<file path="src/sv/sst_pkg.sv">
// ----------------------------------------------------------------------------
// sst_pkg
// Shared types and constants of the sensor spike trigger unit.
// ----------------------------------------------------------------------------
`default_nettype none

package sst_pkg;

    localparam int unsigned TIME_W     = 32;
    localparam int unsigned SEC_W      = 16;
    localparam int unsigned MS_W       = 26;
    localparam int unsigned REF_W      = 11;
    localparam int unsigned AVG_W      = 10;
    localparam int unsigned CNT_W      = 8;
    localparam int unsigned PCT_W      = 8;
    localparam int unsigned LIMIT_W    = 9;
    localparam int unsigned PROD_W     = 18;
    localparam int unsigned CFG_IDX_W  = 3;
    localparam int unsigned CFG_DATA_W = 16;

    localparam logic [MS_W-1:0]          MS_PER_S         = MS_W'(1000);
    localparam logic [PROD_W-1:0]        PCT_SCALE        = PROD_W'(100);
    localparam logic [CNT_W-1:0]         CNT_MAX          = '1;
    localparam logic signed [LIMIT_W-1:0] REPEAT_UNLIMITED = '1;

    localparam logic [1:0] SEL_ONE    = 2'd1;
    localparam logic [1:0] SEL_TWO    = 2'd2;
    localparam logic       OP_EVAL    = 1'b0;
    localparam logic       OP_RESTART = 1'b1;

    typedef enum logic [CFG_IDX_W-1:0] {
        REG_SENSOR_SELECT  = 3'd0,
        REG_RISE_DIRECTION = 3'd1,
        REG_STOP_MODE      = 3'd2,
        REG_THRESHOLD_PCT  = 3'd3,
        REG_COOLDOWN_S     = 3'd4,
        REG_WINDOW_START_S = 3'd5,
        REG_WINDOW_END_S   = 3'd6,
        REG_REPEAT_LIMIT   = 3'd7
    } t_reg_idx;

    typedef struct packed {
        logic [1:0]                sensor_select;
        logic                      rise_direction;
        logic                      stop_mode;
        logic [PCT_W-1:0]          threshold_pct;
        logic [MS_W-1:0]           cooldown_ms;
        logic [MS_W-1:0]           window_start_ms;
        logic [MS_W-1:0]           window_end_ms;
        logic signed [LIMIT_W-1:0] repeat_limit;
    } t_cfg;

    typedef struct packed {
        logic                     op;
        logic [TIME_W-1:0]        now_ms;
        logic [TIME_W-1:0]        play_ms;
        logic signed [REF_W-1:0]  reference_one;
        logic signed [REF_W-1:0]  reference_two;
        logic [AVG_W-1:0]         average_one;
        logic [AVG_W-1:0]         average_two;
    } t_item;

    typedef struct packed {
        logic [TIME_W-1:0] last_fire_ms;
        logic              never_fired;
        logic [CNT_W-1:0]  fire_counter;
    } t_state;

    typedef struct packed {
        logic             fired;
        logic             stop_command;
        logic [AVG_W-1:0] new_reference;
        logic             exhausted;
        logic [CNT_W-1:0] fire_count;
    } t_result;

endpackage

`default_nettype wire

</file>
<file path="src/sv/sst_eval.sv">
// ----------------------------------------------------------------------------
// sst_eval
// Spike decision for one sample: selects the sensor, checks cooldown, window,
// direction and percent change, and forms the result and the next state.
// ----------------------------------------------------------------------------
`default_nettype none

module sst_eval import sst_pkg::*; (
    input  t_cfg    i_cfg,
    input  t_item   i_item,
    input  t_state  i_state,
    output t_result o_result,
    output t_state  o_state
);

    logic                    sel_one;
    logic                    sel_ok;
    logic signed [REF_W-1:0] ref_val;
    logic [AVG_W-1:0]        ref_mag;
    logic [AVG_W-1:0]        avg;
    logic                    ref_pos;
    logic                    rollback;
    logic [TIME_W-1:0]       last_eff;
    logic                    cool;
    logic                    win;
    logic                    dir_ok;
    logic [AVG_W-1:0]        diff;
    logic [PROD_W-1:0]       lhs;
    logic [PROD_W-1:0]       rhs;
    logic                    fire;
    logic [CNT_W-1:0]        cnt_next;

    always_comb begin
        sel_one = (i_cfg.sensor_select == SEL_ONE);
        sel_ok  = sel_one || (i_cfg.sensor_select == SEL_TWO);
        ref_val = sel_one ? i_item.reference_one : i_item.reference_two;
        avg     = sel_one ? i_item.average_one : i_item.average_two;
        ref_pos = !ref_val[REF_W-1] && (ref_val != '0);
        ref_mag = ref_val[AVG_W-1:0];

        // clock rollback pulls the stored time back to now
        rollback = !i_state.never_fired && (i_state.last_fire_ms > i_item.now_ms);
        last_eff = rollback ? i_item.now_ms : i_state.last_fire_ms;

        cool = i_state.never_fired ||
               ({1'b0, i_item.now_ms} >
                ({1'b0, last_eff} + (TIME_W+1)'(i_cfg.cooldown_ms)));

        win = (i_cfg.window_end_ms == '0) ||
              ((TIME_W'(i_cfg.window_start_ms) <= i_item.play_ms) &&
               (i_item.play_ms < TIME_W'(i_cfg.window_end_ms)));

        dir_ok = i_cfg.rise_direction ? (avg > ref_mag) : (avg < ref_mag);
        diff   = (avg > ref_mag) ? (avg - ref_mag) : (ref_mag - avg);
        lhs    = PROD_W'(diff) * PCT_SCALE;
        rhs    = PROD_W'(i_cfg.threshold_pct) * PROD_W'(ref_mag);

        fire = (i_item.op == OP_EVAL) && sel_ok && ref_pos && cool && win &&
               dir_ok && (lhs >= rhs);

        if (i_item.op == OP_RESTART) begin
            o_state.last_fire_ms = '0;
            o_state.never_fired  = 1'b1;
            o_state.fire_counter = '0;
        end else begin
            o_state.last_fire_ms = fire ? i_item.now_ms : last_eff;
            o_state.never_fired  = fire ? 1'b0 : i_state.never_fired;
            o_state.fire_counter = (fire && (i_state.fire_counter != CNT_MAX)) ?
                                   i_state.fire_counter + CNT_W'(1) :
                                   i_state.fire_counter;
        end
        cnt_next = o_state.fire_counter;

        o_result.fired         = fire;
        o_result.stop_command  = fire && i_cfg.stop_mode;
        o_result.new_reference = fire ? avg : '0;
        o_result.exhausted     = (i_cfg.repeat_limit != REPEAT_UNLIMITED) &&
                                 (i_cfg.repeat_limit[LIMIT_W-1] ||
                                  (cnt_next >= i_cfg.repeat_limit[CNT_W-1:0]));
        o_result.fire_count    = cnt_next;
    end

endmodule

`default_nettype wire

</file>
<file path="config.mk">
export PLATFORM = sky130hd
export DESIGN_NAME = sst_eval
export DESIGN_NICKNAME = d
export VERILOG_FILES = /design/src/sv/sst_pkg.sv /design/src/sv/sst_eval.sv
export SDC_FILE = /design/constraint.sdc
export NUM_CORES = 1
export LEC_CHECK = 0
export BUFFER_PORTS_ARGS = -buffer_cell sky130_fd_sc_hd__buf_2
export CAP_MARGIN = 20
export CORE_MARGIN = 2
export CORE_UTILIZATION = 60
export DETAILED_ROUTE_END_ITERATION = 8
export PLACE_DENSITY = 0.9
export SYNTH_ARGS = -nofsm -noshare
export SYNTH_HDL_FRONTEND = slang
export SYNTH_SLANG_ARGS = --single-unit
</file>
<file path="constraint.sdc">
create_clock -name vclk -period 22.9
set_clock_uncertainty 0.2 [all_clocks]
set_input_delay 3.435 -clock vclk [all_inputs]
set_output_delay 3.435 -clock vclk [all_outputs]
set_load 0.02 [all_outputs]
</file>
; Yosys cells after proc, flatten, opt, wreduce, memory -nomap -nowiden
; Index checks and enable logic that the tools add are counted.
[totals]
ff_bits = 0
latchBits = 0
ramBits = 0
rom_bits = 0
inputBits = 247
out_inout_bits = 62
wordCells = 49
n_memories = 0
[classes]
n_addsub = 4
mul = 2
n_div = 0
magnitude_cmp = 8
n_eq_ne = 4
shifts = 0
n_mux = 10
bitwise_logic = 1
n_reduce_logical = 20
[op_table]
columns = operator, n
row1 = 32-bit 2-to-1 mux, 2
row2 = 41-bit 2-to-1 mux, 1
row3 = 32-bit by 26-bit adder with 33-bit output, 1
row4 = 32-bit by 33-bit greater-than comparator with 1-bit output, 1
row5 = 32-bit greater-than comparator, 1
row6 = 26-bit by 32-bit less-or-equal comparator with 1-bit output, 1
row7 = 32-bit by 26-bit less-than comparator with 1-bit output, 1
row8 = 10-bit 2-to-1 mux, 3
row9 = 26-bit zero test, 1
row10 = 10-bit subtractor, 2
row11 = 17-bit by 18-bit >= comparator with 1-bit output, 1
row12 = 8-bit by 10-bit multiplier with 18-bit output, 1
row13 = 10-bit by 5-bit multiplier with 15-bit output (second input constant), 1
row14 = 1-bit logical AND, 12
row15 = 11-bit 2-to-1 mux, 1
row16 = 11-bit nonzero test, 1
row17 = 10-bit greater-than comparator, 1
row18 = 10-bit less-than comparator, 1
row19 = 9-bit by 1-bit != test with 1-bit output (second input constant), 1
row20 = 8-bit by 1-bit adder with 8-bit output (second input constant), 1
row21 = 8-bit >= comparator, 1
row22 = 8-bit 2-to-1 mux, 1
row23 = 8-bit != test (second input constant), 1
row24 = 1-bit logical OR, 4
row25 = 5 further kinds, 7

; Depth between registers and ports, before layout
; Gate-level depths: netlist (run 1).
[depth]
depth_word = 16
depth_mapped = 51
mapped_depth_nobuf = 48

; Least setup slack after synthesis (run 1)
; Ideal clock, no wire load.
[synth_path]
path_kind = input to output
startpoint = in i_cfg[98] (netlist bit)
endpoint = out o_result[8] (netlist bit)
t_arrival_ps = 13650
t_required_ps = 19265
setup_slack_ps = 5615
stages = 49
n_path_buf = 4
path_cell_list = inv_1 -> ha_1 -> buf_2 -> clkbuf_1 -> buf_1 -> mux2i_1 -> inv_1 -> ha_1 -> nand4_1 -> or4_1 -> o21ai_0 -> nand2_1 -> buf_2 -> mux2_2 -> a21oi_1 -> xnor2_1 -> ha_1 -> ha_1 -> (+13 left out) -> ha_1 -> nand3_1 -> a21o_1 -> a21oi_1 -> o21ai_1 -> a41oi_1 -> or4b_4 -> nor3b_2 -> mux2i_1 -> ha_1 -> a21o_1 -> a21o_1 -> a21o_1 -> a21o_1 -> a21oi_1 -> nor2b_1 -> o21ai_0 -> a22oi_1
[synth_lines]
columns = element, line
row1 = "start, declared", sst_eval.sv:9  ; input t_cfg i_cfg,
row2 = "end, declared", sst_eval.sv:12  ; output t_result o_result,

==> results of run 1 <==
==> path summary, 6_finish.rpt <==
kind	to	cells after the start	start
max	o_result[8]	48	i_cfg[98]
min	o_result[8]	3	i_cfg[8]
==> power by group <==
group	switching, mW	internal, mW	leakage (nW)
clock	0	0.0000000467	0.0000507
sequential	0	0	0
combinational	0.579	0.445	6.96
total	0.579	0.445	6.96
==> cell families after synthesis <==
family,count (synthesis),share of synthesized area [%]
compound gates,372,22.5
xor+xnor,56,4.43
fa+ha+maj,313,39.2
buf+inv,290,10.5
mux,40,3.81
simple gates,416,19.5
==> routing by layer <==
layer  vias up  global-route usage, %  wire, um  share of wire [%]
met5         -                      0        13              0.039
met1      5617                   40.4     13500                 40
li1       5837                      -         -                  -
met3       105                   4.51      2380                7.1
met4         2                   11.5      1200                3.6
met2       574                   59.7     16400                 49
==> layout make-up <==
class                      instances  area share, %
multi-input combinational       1197           78.2
timing repair buffer             313           12.4
inverter                         235           6.96
tap                              229           2.26
antenna                            8          0.158
==> Yosys cell counts (21+ instances only) <==
library cell  number
ha_1             257
inv_1            231
nand2_1          126
a21oi_1           97
o21ai_0           75
nor2_1            62
fa_1              56
and2_1            46
nand4_1           40
xnor2_1           33
a21o_1            32
o211ai_1          32
nand3_1           28
nor3_1            27
o41ai_1           27
mux2i_1           25
xor2_1            23
clkbuf_1          21
==> stage by stage <==
stage	worst slack [ns]	std cells	hold slack [ns]	power, mW
after floorplan	5.62	1487	6.79	0.768
after global placement	5.39	1974	6.98	0.959
after detailed placement	4.97	1974	6.98	1.01
after CTS	4.91	1974	6.98	1.01
after global routing	3.86	1981	7.00	1.17
final	4.75	1982	6.98	1.02
==> cells in the final DEF, fill, tap and decap left out, types with 25 or more instances in the layout <==
cell,n
and2_1,46
o211ai_1,32
fa_1,56
xnor2_1,33
a21o_1,32
buf_2,309
inv_1,231
mux2i_1,25
nor2_1,62
o41ai_1,27
o21ai_0,75
a21oi_1,96
ha_1,257
nand3_1,28
nor3_1,27
nand4_1,40
nand2_1,126
==> metrics.txt, run 1 <==
status finished clean; Multi-input gate area 0.00991 mm2; initial antenna violation count 8; # IOs 309; HP Class input port to primary output; Pwr Density 80.8 mW/mm2; Placed Area 0.0127 mm2; Die Width 140 um; IR drop worst, VDD 108 uV; sequential fraction of the synthesis area 0%; period utilization 79.2%; final sequential cell count 0; synth top area cells ha_1, fa_1, inv_1; crit path max fanout 75; CTS Hold Bufs 0; Via density 6.12; Placeable Area 0.0180 mm2; final instance area 0.0127 mm2; Data arrival, critical path 14.51 ns; DR pass1 iterations 5; Register Area 0 um2; Crit path buffers/inverters 7; port bufs 309; Post-Syn Instances 1487; share of post-route cells with drive strength above 1 20.0%; Area Growth Syn to Fin 14.6%; Filler cells 1509; area of the die 0.0195 mm2; layout net count 2307; drt drc 0; Leakage 6.96 nW; total negative slack 0 ns; syn avg cell area 7.44 um2; minimum clock period 18.15 ns; Slew @ Worst Pin 0.987 ns; Routed WL 33.5 mm; Max Cap Viol 0; Resize count post-CTS 0; largest net degree at the start of global routing 76; RSZ-0062 raised after global routing no; highest clock rate 55.1 MHz; via count of the routed design 12135; Placer Congestion 0.936; Final Core Density 70.3%; Critical Path Source Type input port; Final setup viols 0; crit-path leading delay family compound AO/OA/AOI/OAI gates; post-CTS setup buffers 0; initial core utilization 61.4%; Max transition margin 34.2%; GRT Util Overall 33.2%; netlist area before placement 0.0111 mm2; clock buffer count 0; Synth cell types 78; final hold vios 0; Crit Path Category input port to primary output; row count 49; Slowest-stage cell, CP or4b_4; Slew Viols, Final 0; DRT iter0 DRCs 739; synth warn 0; vias in the first global route 11845; Critical Path Max Stage Delay 0.85 ns; crit end category primary output; share of the synthesized area in the top cell type 29.1%; CP most frequent cell ha_1; Post-Synthesis Net Count 2047; WP data required 19.27 ns; GRT Residual Overflow 0; Synth area leader ha_1; WL/cell 16.9 um; DIE HEIGHT 140 um; Final ANT Viol Nets 0; post-detail-place hpwl 28.7 mm; first-pass GRT wire length 55.1 mm
Power figures use the tool's default switching activity.
==> run 2, diff against run 1 <==
ABC_AREA = 1   (was not set)
CORE_UTILIZATION = 56   (was 60)
PLACE_DENSITY = 0.85   (was 0.9)
clock period = 17.53 ns   (was 22.9 ns; I/O delays follow)
==> metrics.txt, run 2 <==
Internal 604 uW; CTS Hold Bufs 0; final sequential cell count 0; power share of the sequential group 0%; Data arrival, critical path 12.52 ns; Area Growth Syn to Fin 15.0%; Critical Path Source Type input port; crit end category primary output; DRT iter0 DRCs 658; # IOs 309; switching share of power 58.7%; Leakage 7.53 nW; period utilization 87.6%; DR pass1 iterations 5; netlist area before placement 0.0108 mm2; crit path max fanout 42; GRT Residual Overflow 0; RSZ-0062 raised after global routing no; commonest cells after routing, fill and taps aside inv_1, nand2_1, buf_2; IR drop worst, VDD 197 uV; status finished clean; first-pass GRT wire length 53.5 mm; synth warn 0; Slew @ Worst Pin 0.841 ns; Placeable Area 0.0188 mm2; Max Cap Viol 0; clock power share 0%; Synth cell types 48; vias in the first global route 11568; Via density 5.38; post-detail-place hpwl 30.2 mm; WL/cell 15.2 um; share of the synthesized area in the top cell type 29.8%; Slew Viols, Final 0; initial core utilization 57.3%; crit path capture o_result[8]; initial antenna violation count 4; Final setup viols 0; Placer Congestion 1.04; total power 1.46 mW; port bufs 309; count leader, synth inv_1; Pwr Density 118 mW/mm2; sequential fraction of the synthesis area 0%; post-CTS setup buffers 0; row count 50; Max transition margin 44.0%; Final ANT Viol Nets 0; Die Width 143 um; Post-Synthesis Net Count 2245; Post-Syn Instances 1685; Register Area 0 um2; Filler cells 1764; layout net count 2516; via count of the routed design 11928; WP data required 14.70 ns; commonest non-fill, non-tap cell in the layout inv_1; Synth area leader ha_1; Resize count post-CTS 0; Slowest-stage cell, CP ha_2; Comb power frac 100.0%; Crit Path Category input port to primary output; share of post-route cells with drive strength above 1 17.2%; drt drc 0; largest net degree at the start of global routing 64; HP Class input port to primary output; crit path launch i_cfg[98]; minimum clock period 15.35 ns; total negative slack 0 ns; CP most frequent cell inv_1; syn avg cell area 6.41 um2; clock buffer count 0; DIE HEIGHT 143 um; synth top area cells ha_1, inv_1, nand2_1; net load switching power 858 uW; Synth top cells by count inv_1, nand2_1, ha_1; Critical Path Max Stage Delay 0.72 ns; area of the die 0.0204 mm2; final hold vios 0; highest clock rate 65.1 MHz; Routed WL 33.7 mm; GRT Util Overall 32.2%
## run 2: cell types whose count changed in the layout (fill, tap and decap cells not counted), moves of 16 or more
| cell | previous run | this run |
|---|---|---|
| a211oi_1 | 18 | 2 |
| a21o_1 | 32 | 6 |
| a21oi_1 | 96 | 123 |
| and2_1 | 46 | 0 |
| inv_1 | 231 | 345 |
| mux2i_1 | 25 | 2 |
| nand2_1 | 126 | 315 |
| nor2_1 | 62 | 191 |
| nor2b_1 | 18 | 0 |
| nor3_1 | 27 | 11 |
| o211ai_1 | 32 | 5 |
| o21ai_1 | 3 | 35 |
| o41ai_1 | 27 | 0 |
## run 2: logic make-up after synthesis
logic type | after synthesis | share of synthesized area [%]
mux | 2 | 0.185
simple gates | 609 | 23.6
fa+ha+maj | 313 | 40.2
buf+inv | 389 | 14.6
compound gates | 306 | 16.1
xor+xnor | 66 | 5.35
## run 2: layer usage
metal	up-vias	GRT usage (%)	wire, um
li1	5971	-	-
met1	5336	41.8	14500
met2	522	54.2	15100
met3	97	3.96	2530
met4	2	13.2	1600
met5	-	0	13
## run 2: worst min-delay path by stage
stage / start / endpoint / slack [ns] / cells past startpoint
floorplan: i_cfg[95] / o_result[19] / 5.18 / 2
global placement: i_cfg[8] / o_result[8] / 5.42 / 4
detailed placement: i_cfg[8] / o_result[8] / 5.43 / 4
CTS: i_cfg[8] / o_result[8] / 5.43 / 4
global route: i_cfg[8] / o_result[8] / 5.47 / 4
finish: i_cfg[8] / o_result[8] / 5.44 / 4
## run 2: cell type report
cell class	count	area (um2)	share of cell area, %
multi-input cells	1296	9220	74.3
repair buffers	310	1550	12.5
inverters	348	1310	10.5
well taps	260	325	2.62
diodes	3	7.51	0.0605
## run 2: stage by stage
stage          setup WS (ns)  instance area, um2  utilization (%)  cells  hold WS, ns
4_1_cts                 2.27               12400             65.9   2214         5.43
2_1_floorplan           3.31               10800                -   1685         5.18
6_report                2.18               12400             65.9   2217         5.44
3_3_place_gp            2.56               12400             65.9   2214         5.42
5_1_grt                 1.32               12400             65.9   2216         5.47
3_5_place_dp            2.30               12400             65.9   2214         5.43
## run 2: critical path: cells and delay by family
family / cells / cell delay (ns)
simple gates: 16 / 1.58
fa+ha+maj: 8 / 3.10
buf+inv: 10 / 0.83
compound gates: 18 / 3.74
xor+xnor: 2 / 0.30
mux: 1 / 0.30
## run 2: power groups by stage
stage,clock [mW],sequential [mW],combinational [mW]
2_1_floorplan,0,0,1.11
3_3_place_gp,0,0,1.39
3_5_place_dp,0,0,1.44
4_1_cts,0,0,1.45
5_1_grt,0.0000000153,0,1.67
6_report,0.0000000230,0,1.46
==> run 3, diff against run 2 <==
RECOVER_POWER = 100   (was not set)
==> metrics.txt, run 3 (same netlist as run 2, synthesis figures left out) <==
DIE HEIGHT 143 um; Slew Viols, Final 43; drt drc 0; clock power share 0%; commonest non-fill, non-tap cell in the layout inv_1; period utilization 90.6%; Placed Cells incl. Taps 2214; crit-path leading delay family compound AO/OA/AOI/OAI gates; highest clock rate 62.9 MHz; Filler cells 1805; WP data required 14.70 ns; status finished with violations; crit path max fanout 42; Die Width 143 um; GRT Residual Overflow 0; # IOs 309; Leakage 7.32 nW; layout net count 2516; Register Area 0 um2; row count 50; final std cells w/o fill 2217; crit end category primary output; CTS Hold Bufs 0; Place WS 2.30 ns; HP Class input port to primary output; Internal 602 uW; failing checks max-capacitance violations, max-slew violations; DR pass1 iterations 5; Area Growth Syn to Fin 14.2%; Comb power frac 100.0%; initial core utilization 57.3%; port bufs 309; RSZ-0062 raised after global routing no; Critical Path Source Type input port; Routed WL 33.7 mm; first-pass GRT wire length 53.5 mm; Placer Congestion 1.04; Via density 5.35; net load switching power 857 uW; switching share of power 58.8%; Data arrival, critical path 13.06 ns; final hold vios 0; IR drop worst, VDD 197 uV; final worst slack 1.64 ns; area of the die 0.0204 mm2; post-detail-place hpwl 30.2 mm; Slowest-stage cell, CP ha_1; DRT iter0 DRCs 699; minimum clock period 15.89 ns; Crit Path Category input port to primary output; CP most frequent cell inv_1; clock buffer count 0; Critical Path Max Stage Delay 1.20 ns; initial antenna violation count 4; GRT Util Overall 32.2%; vias in the first global route 11568; share of post-route cells with drive strength above 1 14.2%; via count of the routed design 11871; total negative slack 0 ns; final sequential cell count 0; Max transition margin -5.40%; Pwr Density 118 mW/mm2; Final setup viols 0; largest net degree at the start of global routing 64; Resize count post-CTS 0; Final ANT Viol Nets 0; Max Cap Viol 1; commonest cells after routing, fill and taps aside inv_1, nand2_1, ha_1; Crit path buffers/inverters 10; power share of the sequential group 0%; Placeable Area 0.0188 mm2; Slew @ Worst Pin 1.58 ns; WL/cell 15.2 um; post-CTS setup buffers 0; total power 1.46 mW
==> run 3: cell types whose count changed in the layout (fill, tap and decap cells not counted) <==
cell,delta
nand2_4,-1
clkbuf_1,+57
ha_1,+1
buf_2,-57
nor2_4,-1
nor2_1,+1
ha_2,-1
nand2_1,+1
==> run 3: per-layer routing <==
layer / track usage, % / wire length (um) / up-vias
met5: 0 / 13 / -
met4: 13.2 / 1500 / 2
met3: 3.96 / 2460 / 96
met2: 54.2 / 15100 / 507
met1: 41.8 / 14600 / 5289
li1: - / - / 5977
==> run 3: stage by stage <==
stage / instance area, um2 / util [%] / hold WS, ns
after detailed placement: 12400 / 65.9 / 5.43
after global routing: 12300 / 65.5 / 5.53
after floorplan: 10800 / - / 5.18
after global placement: 12400 / 65.9 / 5.42
final: 12300 / 65.5 / 5.48
after CTS: 12400 / 65.9 / 5.43
==> run 3: worst min-delay path, cell delays in order <==
cell	delay [ns]
buf_2	0.10
inv_1	0.09
nor2_1	0.06
clkbuf_1	0.16
==> run 3: path summary, 6_finish.rpt <==
path | startpoint | depth (start not counted) | endpoint
min | i_cfg[95] | 4 | o_result[19]
max | i_cfg[98] | 55 | o_result[8]
==> run 3: power by group through the flow <==
stage	sequential [mW]	combinational, mW	clock, mW
floorplan	0	1.11	0
global placement	0	1.39	0
detailed placement	0	1.44	0
CTS	0	1.45	0
global route	0	1.67	0.0000000153
finish	0	1.46	0.0000000230
==> run 3: final cells by class <==
type,instances,area [um2],area share (%)
Tap cell,260,325,2.64
Antenna cell,3,7.51,0.0609
Timing Repair Buffer,310,1480,12.0
Inverter,348,1310,10.6
Multi-Input combinational cell,1296,9200,74.7
